[src/rtl/dclp_pkg.sv]
package dclp_pkg;

  typedef enum logic [2:0] {
    TK_CMD_BYTE  = 3'd0,
    TK_CMD_END   = 3'd1,
    TK_KEY       = 3'd2,
    TK_VAL_BYTE  = 3'd3,
    TK_VAL_DONE  = 3'd4,
    TK_PARSE_ERR = 3'd5,
    TK_DUP       = 3'd6,
    TK_LINE_DONE = 3'd7
  } tok_kind_e;

  typedef enum logic [8:0] {
    PH_CMD     = 9'b000000001,
    PH_NORMAL  = 9'b000000010,
    PH_OPT     = 9'b000000100,
    PH_SEP     = 9'b000001000,
    PH_FIRST   = 9'b000010000,
    PH_PLAIN   = 9'b000100000,
    PH_QUOTED  = 9'b001000000,
    PH_SKIP    = 9'b010000000,
    PH_DISCARD = 9'b100000000
  } phase_e;

  localparam logic [7:0] CH_DASH  = 8'h2D;
  localparam logic [7:0] CH_QUOTE = 8'h22;
  localparam logic [7:0] CH_BSL   = 8'h5C;
  localparam logic [7:0] CH_SPACE = 8'h20;

  localparam int unsigned QueueDepth = 4;

  typedef struct packed {
    tok_kind_e   kind;
    logic [7:0]  data;
    logic        last;
  } token_t;

  // Up to two tokens produced by one byte, in order.
  typedef struct packed {
    logic [1:0]        cnt;
    token_t [1:0]      tok;
  } tok_pair_t;

endpackage

[src/rtl/dclp_parse.sv]
module dclp_parse import dclp_pkg::*; (
  input  logic       clk_i,
  input  logic       rst_ni,
  input  logic       fire_i,
  input  logic [7:0] char_i,
  output tok_pair_t  pair_o
);

  phase_e       phase_q, phase_d;
  logic         esc_q, esc_d;
  logic [7:0]   key_q, key_d;
  logic         cmd_ne_q, cmd_ne_d;
  logic [255:0] seen_q;

  logic         is_end, key_dash, dup, seen_set;
  logic         have_a;
  tok_kind_e    kind_a;
  logic [7:0]   data_a;

  assign is_end   = (char_i == 8'h00);
  assign key_dash = (key_q == CH_DASH);
  assign dup      = seen_q[key_q];

  always_comb begin
    phase_d  = phase_q;
    esc_d    = esc_q;
    key_d    = key_q;
    cmd_ne_d = cmd_ne_q;
    seen_set = 1'b0;
    have_a   = 1'b0;
    kind_a   = TK_CMD_BYTE;
    data_a   = 8'h00;
    case (phase_q)
      PH_CMD: begin
        have_a = 1'b1;
        if (is_end) begin
          kind_a = cmd_ne_q ? TK_CMD_END : TK_PARSE_ERR;
        end else if (char_i == CH_SPACE) begin
          kind_a  = TK_CMD_END;
          phase_d = PH_NORMAL;
        end else begin
          kind_a   = TK_CMD_BYTE;
          data_a   = char_i;
          cmd_ne_d = 1'b1;
        end
      end
      PH_NORMAL: begin
        if (char_i != CH_DASH) begin
          have_a  = 1'b1;
          kind_a  = TK_PARSE_ERR;
          phase_d = PH_DISCARD;
        end else begin
          phase_d = PH_OPT;
        end
      end
      PH_OPT: begin
        if (!is_end) begin
          have_a  = 1'b1;
          kind_a  = TK_KEY;
          data_a  = char_i;
          key_d   = char_i;
          phase_d = PH_SEP;
        end
      end
      PH_SEP: begin
        if (char_i != CH_SPACE) begin
          have_a  = 1'b1;
          kind_a  = TK_PARSE_ERR;
          phase_d = PH_DISCARD;
        end else begin
          phase_d = PH_FIRST;
        end
      end
      PH_FIRST: begin
        if (!is_end) begin
          if (char_i == CH_QUOTE && !key_dash) begin
            phase_d = PH_QUOTED;
          end else begin
            have_a  = 1'b1;
            kind_a  = TK_VAL_BYTE;
            data_a  = char_i;
            phase_d = PH_PLAIN;
          end
        end
      end
      PH_PLAIN: begin
        have_a = 1'b1;
        if (is_end || (char_i == CH_SPACE && !key_dash)) begin
          if (dup) begin
            kind_a  = TK_DUP;
            phase_d = PH_DISCARD;
          end else begin
            kind_a   = TK_VAL_DONE;
            seen_set = 1'b1;
            phase_d  = PH_NORMAL;
          end
        end else begin
          kind_a = TK_VAL_BYTE;
          data_a = char_i;
        end
      end
      PH_QUOTED: begin
        if (!is_end) begin
          have_a = 1'b1;
          kind_a = TK_VAL_BYTE;
          data_a = char_i;
          if (char_i == CH_BSL) begin
            esc_d = !esc_q;
          end else if (char_i == CH_QUOTE) begin
            if (esc_q) begin
              esc_d = 1'b0;
            end else begin
              data_a = 8'h00;
              if (dup) begin
                kind_a  = TK_DUP;
                phase_d = PH_DISCARD;
              end else begin
                kind_a   = TK_VAL_DONE;
                seen_set = 1'b1;
                phase_d  = PH_SKIP;
              end
            end
          end
        end
      end
      PH_SKIP: begin
        phase_d = PH_NORMAL;
      end
      default: begin
      end
    endcase
    // line end: back to a fresh line
    if (is_end) begin
      phase_d  = PH_CMD;
      esc_d    = 1'b0;
      key_d    = 8'h00;
      cmd_ne_d = 1'b0;
    end
  end

  always_comb begin
    pair_o        = '0;
    pair_o.tok[0] = '{kind: kind_a, data: data_a, last: !is_end};
    pair_o.tok[1] = '{kind: TK_LINE_DONE, data: 8'h00, last: 1'b1};
    if (is_end && !have_a) begin
      pair_o.tok[0] = '{kind: TK_LINE_DONE, data: 8'h00, last: 1'b1};
    end
    if (fire_i) begin
      pair_o.cnt = {1'b0, have_a} + {1'b0, is_end};
    end
  end

  always_ff @(posedge clk_i or negedge rst_ni) begin
    if (!rst_ni) begin
      phase_q  <= PH_CMD;
      esc_q    <= 1'b0;
      key_q    <= 8'h00;
      cmd_ne_q <= 1'b0;
      seen_q   <= '0;
    end else if (fire_i) begin
      phase_q  <= phase_d;
      esc_q    <= esc_d;
      key_q    <= key_d;
      cmd_ne_q <= cmd_ne_d;
      if (is_end) begin
        seen_q <= '0;
      end else if (seen_set) begin
        seen_q[key_q] <= 1'b1;
      end
    end
  end

endmodule

[src/rtl/dclp_outq.sv]
module dclp_outq import dclp_pkg::*; #(
  parameter int unsigned Depth = QueueDepth
) (
  input  logic      clk_i,
  input  logic      rst_ni,
  input  tok_pair_t pair_i,
  output logic      room_o,
  output logic      valid_o,
  input  logic      ready_i,
  output token_t    tok_o
);

  localparam int unsigned PtrW = $clog2(Depth);
  localparam int unsigned CntW = $clog2(Depth + 1);

  token_t            mem_q [Depth];
  logic [PtrW-1:0]   wr_ptr_q, rd_ptr_q, wr_ptr_1;
  logic [CntW-1:0]   cnt_q, cnt_d;
  logic              pop;

  assign valid_o  = (cnt_q != '0);
  assign tok_o    = mem_q[rd_ptr_q];
  assign pop      = valid_o && ready_i;
  // keep room for the two beats a line end can bring
  assign room_o   = (cnt_q <= CntW'(Depth - 2));
  assign wr_ptr_1 = wr_ptr_q + PtrW'(1);
  assign cnt_d    = cnt_q + CntW'(pair_i.cnt) - CntW'(pop);

  always_ff @(posedge clk_i) begin
    if (pair_i.cnt != 2'd0) begin
      mem_q[wr_ptr_q] <= pair_i.tok[0];
    end
    if (pair_i.cnt == 2'd2) begin
      mem_q[wr_ptr_1] <= pair_i.tok[1];
    end
  end

  always_ff @(posedge clk_i or negedge rst_ni) begin
    if (!rst_ni) begin
      wr_ptr_q <= '0;
      rd_ptr_q <= '0;
      cnt_q    <= '0;
    end else begin
      wr_ptr_q <= wr_ptr_q + PtrW'(pair_i.cnt);
      if (pop) begin
        rd_ptr_q <= rd_ptr_q + PtrW'(1);
      end
      cnt_q <= cnt_d;
    end
  end

endmodule

[src/rtl/debug_command_line_parser_core.sv]
// Streaming command line parser: takes one byte per cycle on the input channel
// and emits command, key and value tokens plus error and line-done markers on
// the output channel. A byte is registered at acceptance, parsed once the
// queue has room and its tokens written into a four-entry token queue, so
// the first token passes the input register and the queue before it appears.
// The sustained rate is one byte per cycle while the queue has room; a zero
// byte adds a line-done beat, so a line of N bytes yields up to N+1 output
// beats, and the queue pauses input only while it holds more than two beats.
// The seen-key map is a 256-bit register cleared at reset and every line end.
module debug_command_line_parser_core import dclp_pkg::*; #(
  parameter int unsigned QDepth = QueueDepth
) (
  input  logic       clk_i,
  input  logic       rst_ni,
  input  logic       in_valid_i,
  output logic       in_ready_o,
  input  logic [7:0] char_in_i,
  output logic       out_valid_o,
  input  logic       out_ready_i,
  output logic [2:0] token_kind_o,
  output logic [7:0] token_byte_o,
  output logic       last_of_run_o
);

  logic       in_vld_q;
  logic [7:0] char_q;
  logic       room, fire;
  tok_pair_t  pair;
  token_t     tok;

  assign fire       = in_vld_q && room;
  assign in_ready_o = !in_vld_q || fire;

  always_ff @(posedge clk_i or negedge rst_ni) begin
    if (!rst_ni) begin
      in_vld_q <= 1'b0;
    end else if (in_valid_i && in_ready_o) begin
      in_vld_q <= 1'b1;
    end else if (fire) begin
      in_vld_q <= 1'b0;
    end
  end

  always_ff @(posedge clk_i) begin
    if (in_valid_i && in_ready_o) begin
      char_q <= char_in_i;
    end
  end

  dclp_parse u_parse (
    .clk_i  (clk_i),
    .rst_ni (rst_ni),
    .fire_i (fire),
    .char_i (char_q),
    .pair_o (pair)
  );

  dclp_outq #(
    .Depth (QDepth)
  ) u_outq (
    .clk_i   (clk_i),
    .rst_ni  (rst_ni),
    .pair_i  (pair),
    .room_o  (room),
    .valid_o (out_valid_o),
    .ready_i (out_ready_i),
    .tok_o   (tok)
  );

  assign token_kind_o  = tok.kind;
  assign token_byte_o  = tok.data;
  assign last_of_run_o = tok.last;

endmodule

[config.mk]
export PLATFORM = sky130hd
export DESIGN_NAME = debug_command_line_parser_core
export DESIGN_NICKNAME = d
export VERILOG_FILES = /design/src/rtl/dclp_pkg.sv /design/src/rtl/dclp_parse.sv /design/src/rtl/dclp_outq.sv /design/src/rtl/debug_command_line_parser_core.sv
export SDC_FILE = /design/constraint.sdc
export NUM_CORES = 1
export LEC_CHECK = 0
export ABC_AREA = 1
export BUFFER_PORTS_ARGS = -buffer_cell sky130_fd_sc_hd__buf_4
export CAP_MARGIN = 20
export CORE_MARGIN = 2
export CORE_UTILIZATION = 35
export DETAILED_ROUTE_END_ITERATION = 10
export PLACE_DENSITY = 0.53
export SLEW_MARGIN = 20
export SYNTH_ARGS = -nofsm -noshare
export SYNTH_HDL_FRONTEND = slang
export SYNTH_SLANG_ARGS = --single-unit
[constraint.sdc]
create_clock -name clk_i -period 3.2 [get_ports clk_i]
set_input_delay 0.16 -clock clk_i [delete_from_list [all_inputs] [get_ports clk_i]]
set_output_delay 0.16 -clock clk_i [all_outputs]
set_load 0.1 [all_outputs]
# ---- Yosys cells after proc, flatten, opt, wreduce, memory -nomap -nowiden
# Memory sizes are Yosys's and may differ from the RTL's.
# Index checks and enable logic that the tools add are counted.
dict set report op_classes {
  reduce_logical 31
  n_eq_ne 21
  n_mux 74
  addsub 6
  bitwise 1
  magnitude_cmp 3
}
# op count
set op_table {}
lappend op_table {{$mux 256} 2}
lappend op_table {{$or 256x256->256} 1}
lappend op_table {{$mux 8} 12}
lappend op_table {{$mux 9} 10}
lappend op_table {{$pmux 9 s8} 1}
lappend op_table {{$pmux 8 s5} 1}
lappend op_table {{$mux 3} 10}
lappend op_table {{$mux 1} 27}
lappend op_table {{$eq 8x6->1 const B} 3}
lappend op_table {{$pmux 3 s7} 1}
lappend op_table {{$ne 8x6->1 const B} 2}
lappend op_table {{$mux 12} 1}
lappend op_table {{$reduce_bool 2->1} 6}
lappend op_table {{$eq 9x1->1 const B} 1}
lappend op_table {{$eq 9x2->1 const B} 1}
lappend op_table {{$eq 9x3->1 const B} 1}
lappend op_table {{$eq 9x4->1 const B} 1}
lappend op_table {{$eq 9x5->1 const B} 1}
lappend op_table {{$eq 9x6->1 const B} 1}
lappend op_table {{$eq 9x7->1 const B} 1}
lappend op_table {{$eq 9x8->1 const B} 1}
lappend op_table {{$lt 8x9->1 const B} 1}
lappend op_table {{$ne 3x1->1 const B} 3}
lappend op_table {{$reduce_bool 9->1} 1}
lappend op_table {{27 further kinds} 46}
dict set report word_totals {
  out_inout_bits 14
  elab_cells 147
  register_bits 291
  mem_bits_rw 48
  n_memories 1
}
# memory depth word_bits rd rd_ports_with_merged_regs wr line_no
set mem_list {}
lappend mem_list {u_outq.mem_q 4 12 1 0 2 dclp_outq.sv:16} ;# token_t mem_q [Depth];

# ---- Depth between registers and ports, before layout
dict set report logic_depth {
  ltp_word 11
  ltp_mapped 23
  depth_no_buf 22
}

# ---- Hierarchy
# From an unflattened synthesis, not the netlist that was laid out.
dict set report unflattened {
  hier_cells 2751
  hier_area_um2 19098.3
}
# mod area_each_um2 seq_area_each_um2 cells_per_inst n_inst
set by_module_without_submodules {}
lappend by_module_without_submodules {dclp_parse 15803.9 6882.9 2359 1}
lappend by_module_without_submodules {dclp_outq 3001.6 1616.6 376 1}
lappend by_module_without_submodules {debug_command_line_parser_core 292.8 265.3 16 1}

# ---- Worst setup path after synthesis
# No wires, ideal clock.
dict set report synth_timing {
  kind {reg2reg}
  start {register char_q[7]}
  end {register u_outq.cnt_q[2]}
  setup_time_ns 0.129
  t_required_ns 3.071
  arrival_ns 3.324
  path_slack_ns -0.253
  path_stages_with_launch 21
  n_path_buf 0
  path_cell_list {edfxtp_1 or2_2 nor3_1 nand2_1 clkinv_1 nor2_1 inv_1 nand2_1 nor4_1 inv_1 ha_1 inv_1 nor2_1 inv_1 ha_1 inv_1 ha_1 inv_1 fa_1 xnor2_1 xor2_1}
}
dict set report synth_between {
  word_cells_on_any_way 15
  classes_between {add/sub (3); eq/ne (3); mux (7); reduce/logical (2)}
}
# item line_no
set synth_rtl {}
lappend synth_rtl {{start: declaration} debug_command_line_parser_core.sv:26} ;# logic [7:0] char_q;
lappend synth_rtl {{start signal: assignment} debug_command_line_parser_core.sv:46} ;# char_q <= char_in_i;
lappend synth_rtl {{$logic_not 8->1 (*)} dclp_parse.sv:20} ;# assign is_end = (char_i == 8'h00);
lappend synth_rtl {{named net u_parse.is_end} dclp_parse.sv:15} ;# logic is_end, key_dash, dup, seen_set;
lappend synth_rtl {{$mux 1 (on tied branches)} {dclp_parse.sv:57, dclp_parse.sv:103, dclp_parse.sv:75}}
lappend synth_rtl {{$pmux 1 s5} dclp_parse.sv:33} ;# case (phase_q)
lappend synth_rtl {{$add 1x1->2 (*)} dclp_parse.sv:149} ;# pair_o.cnt = {1'b0, have_a} + {1'b0, is_end};
lappend synth_rtl {{$mux 2 (*)} dclp_parse.sv:148} ;# if (fire_i) begin
lappend synth_rtl {{$add 3x2->3 (*)} dclp_outq.sv:27} ;# assign cnt_d = cnt_q + CntW'(pair_i.cnt) - CntW'(pop);
lappend synth_rtl {{$sub 3x1->3 (*)} dclp_outq.sv:27}
lappend synth_rtl {{named net u_outq.cnt_d[2]} dclp_outq.sv:18} ;# logic [CntW-1:0] cnt_q, cnt_d;
lappend synth_rtl {{end signal: assignment} dclp_outq.sv:48} ;# cnt_q <= cnt_d;
lappend synth_rtl {{end: declaration} dclp_outq.sv:18}
# The timed path passes the listed nets; every way through them passes the cells marked *.
# A chain may end at the register's enable or synchronous reset.

# ---- Worst setup path after layout
dict set report layout_timing {
  start {register char_q[6]}
  end {register u_outq.cnt_q[2]}
}
dict set report layout_between {
  elab_chain_len 9
  word_cells_on_any_way 15
  classes_between {add/sub (3); eq/ne (3); mux (7); reduce/logical (2)}
}
# item line_no
set layout_lines {}
lappend layout_lines {{$eq 8x6->1} dclp_parse.sv:76} ;# if (char_i == CH_QUOTE && !key_dash) begin
lappend layout_lines {{$logic_and 1x1->1} dclp_parse.sv:76}
lappend layout_lines {{$mux 1} dclp_parse.sv:76}
lappend layout_lines {{$mux 1} dclp_parse.sv:75} ;# if (!is_end) begin
lappend layout_lines {{$pmux 1 s5} dclp_parse.sv:33}
lappend layout_lines {{$add 1x1->2 (*)} dclp_parse.sv:149}
lappend layout_lines {{$mux 2 (*)} dclp_parse.sv:148}
lappend layout_lines {{$add 3x2->3 (*)} dclp_outq.sv:27}
lappend layout_lines {{$sub 3x1->3 (*)} dclp_outq.sv:27}
lappend layout_lines {{named net u_outq.cnt_d[2]} dclp_outq.sv:18}
# Marks and branches as above.

==> qor.yml <==
drv_slew: 0
rsz0062_at_grt: "true"
final_antenna_net_count: 0
finalPower_mw: 14.0
clock_sinks: 339
clock_path_buffers: 3
grt_overflow_total: 0
top_level_ports: 26
path_buf_inv: 6
die_h_um: 233
fin_nets: 2713
n_fill_cell: 5377
peakVddDrop_mv: 0.789
synthesis.instances: 2613
relSlewSlack_pct: 23.6
crit_top_cell: "inv_2"
worst_slew_pin_slew_ps: 1140
violations: "negative setup slack"
clock_latency_ps: 570
cts_buffers: 41
drc: 0
yosys-top-cells-area: "dfrtp_1 (39%), nand2_1 (12%), a21oi_1 (8.3%)"
synth_top_area_share_pct: 38.6
grt_pass1_wl_mm: 92.2
crit_chain: "or2_4 > nor3b_4 > nand4_1 > nor2_2 > nor2_1 > nand2_1 > inv_2 > nor4_4 > inv_2 > ha_4 > inv_2 > nor2_4 > inv_2 > ha_4 > inv_2 > ha_4 > inv_2 > fa_2 > xnor2_2 > xor2_1"
r2r_cells: 20
synth_area_per_cell_um2: 7.00
min_delay_path_depth: 3
period_share_pct: 109
synth_most_common_cell: "nand2_1"
drt-total-wl_mm: 59.1
outcome: "complete, but fails checks"
via_count: 17463
required_ps: 3650
ys_ff_latch: 339
path_clk_slew_ps: 60
setup_slack_ps: -276
synth_area_um2: 18300
htreeDepth: 2
hold_viol_final: 0
via_per_inst: 5.13
fin_cells: 3404
num_rows: 83
finalSetupViolCount: 2
maxCapViolations: 0
finalHoldWorstSlack_ps: 115
crit_slowest_cell: "fa_2"
synth_seq_area_share_pct: 45.3
endpoint_kind: "flop"
dieWidth_um: 233
synth_top_cell_by_area: "dfrtp_1"
track_usage_pct: 21.4
grt_max_degree: 135
fin_tns_setup_ps: -428
grt_pass1_vias: 16817
start_util_pct: 35.5
synth_ff_type: "dfrtp_1"
power_leakage_nw: 9.77
power.density_nw_per_um2: 633
drtPass1Iterations: 5
drive_gt1_share_pct: 12.2
ys_warn_count: 0
tritoncts: "built"
max_stage_delay_ps: 390
placedCellCount: 3284
drt_iter0_markers: 1581
finalCriticalPeriod_ps: 3480
coreArea_um2: 51500
final_area_um2: 22000
dp_hpwl_mm: 34.2
skew_ps: 29.9
hp-class: "primary input to flop"
arrival_ps: 3930
start_kind: "flop"
path_class: "flop to flop"
synth_common_cells: "nand2_1 (593), nor2_1 (340), inv_1 (325), a21oi_1 (304), dfrtp_1 (282)"
max_freq_mhz: 288
antenna_cells: 0
port_buffers: 25
placedInstanceArea_um2: 19900
area_growth_pct: 20.5
gp_congestion: 0.881
path_max_fanout: 3
critPathTopFamily: "simple AND/OR/NAND/NOR gates"
synth-edff-count: 8
antenna_found_initial: 0
fp.dieArea_um2: 54100
cp.depth: 20
synth-async-reset-ratio_pct: 83.5
wl_per_cell_um: 17.4
root_buffer: "clkbuf_16"
syn_nets: 2632
yosysUniqueCellTypes: 36
report_power, final:
| part | switching [mW] | internal (mW) | total (mW) | leakage, nW |
|---|---|---|---|---|
| logic | 3.09 | 1.22 | 4.31 | 4.70 |
| registers | 0.261 | 4.71 | 4.97 | 4.40 |
| clock network | 1.88 | 2.80 | 4.68 | 0.664 |
| total | 5.24 | 8.72 | 14.0 | 9.77 |
final timing paths:
kind | endpoint | slack, ps | from
worst max-delay path | u_outq.cnt_q[2] | -280 | char_q[6]
worst min-delay path | u_outq.rd_ptr_q[0] | 110 | out_ready_i
worst max register to register | u_outq.cnt_q[2] | -280 | char_q[6]
worst min register to register | u_outq.mem_q[1][10] | 470 | u_outq.mem_q[1][10]
max in group asynchronous | u_parse.seen_q[57] | 2120 | rst_ni
min in group asynchronous | u_parse.seen_q[68] | 230 | rst_ni
layout by cell type, fill, tap and decap left out, drive strengths merged, types with 2 or more instances in the layout:
| cell | instances |
|---|---|
| buf | 202 |
| dfrtp | 282 |
| dlygate4sd3 | 10 |
| o21ai | 190 |
| ha | 6 |
| xor2 | 5 |
| o22ai | 13 |
| nand3 | 274 |
| nor2 | 341 |
| clkinv | 7 |
| inv | 329 |
| nor4 | 2 |
| or2 | 2 |
| nor3 | 11 |
| nand4 | 6 |
| a21oi | 304 |
| clkbuf | 73 |
| a31oi | 2 |
| dfxtp | 48 |
| a21boi | 4 |
| o211ai | 6 |
| nand2 | 593 |
| edfxtp | 8 |
stage by stage:
stage / util (%) / worst slack, ps
2_1_floorplan: - / -125
3_3_place_gp: 38.6 / -258
3_5_place_dp: 38.6 / -317
4_1_cts: 41.9 / -224
5_1_grt: 42.8 / -457
6_report: 42.8 / -276
per-layer routing:
metal	vias up	share of wire [%]	track usage [%]
met4	0	2.6	6.93
met1	8445	46	29.3
li1	8440	-	-
met3	106	4.7	2.44
met2	472	46	35.3
met5	-	0	0
state kept, by name (all words and copies together) (netlist names):
| signal | cells |
|---|---|
| u_parse.phase_q | 9 |
| u_parse.esc_q | 1 |
| u_outq.rd_ptr_q | 2 |
| u_outq.wr_ptr_q | 2 |
| u_parse.cmd_ne_q | 1 |
| u_parse.key_q | 8 |
| u_outq.cnt_q | 3 |
| char_q | 8 |
| in_vld_q | 1 |
| u_outq.mem_q | 48 |
| u_parse.seen_q | 256 |
layout make-up:
| type | instances | area [um^2] | share of cell area (%) |
|---|---|---|---|
| Clock buffer | 66 | 1270 | 5.77 |
| Inverter | 330 | 1240 | 5.63 |
| Clock inverter | 7 | 71.3 | 0.324 |
| Tap cell | 680 | 851 | 3.86 |
| Multi-Input combinational cell | 1763 | 8020 | 36.4 |
| Sequential cell | 339 | 8290 | 37.6 |
| Timing Repair Buffer | 219 | 2290 | 10.4 |
what timing repair did:
item                                   in CTS  in global routing
setup buffers                              22                 10
cloned                                      0                  9
hold buffers                               10                  0
setup endpoints to repair                   2                215
pin swaps                                   3                 15
endpoints found under the hold margin      84                  0
resized for setup                          22                 84
worst reg2reg max path, stage by stage (launching register included):
cell and delay [ps]:
edfxtp_1 380, or2_4 280, nor3b_4 230, nand4_1 160, nor2_2 140, nor2_1 70
nand2_1 100, inv_2 60, nor4_4 300, inv_2 80, ha_4 270, inv_2 40
nor2_4 90, inv_2 50, ha_4 210, inv_2 60, ha_4 110, inv_2 40
fa_2 390, xnor2_2 150, xor2_1 160
cell families after synthesis:
kind of cell / Yosys count / share of synthesized area [%]
and+or+nand+nor: 1230 / 27.5
xor gates and xnor gates: 6 / 0.287
DFF: 339 / 45.3
AOI/OAI and AO/OA: 520 / 14.5
adders and majority gates: 7 / 0.520
buffers and inverters: 511 / 11.9
(Power assumes the default switching activity.)
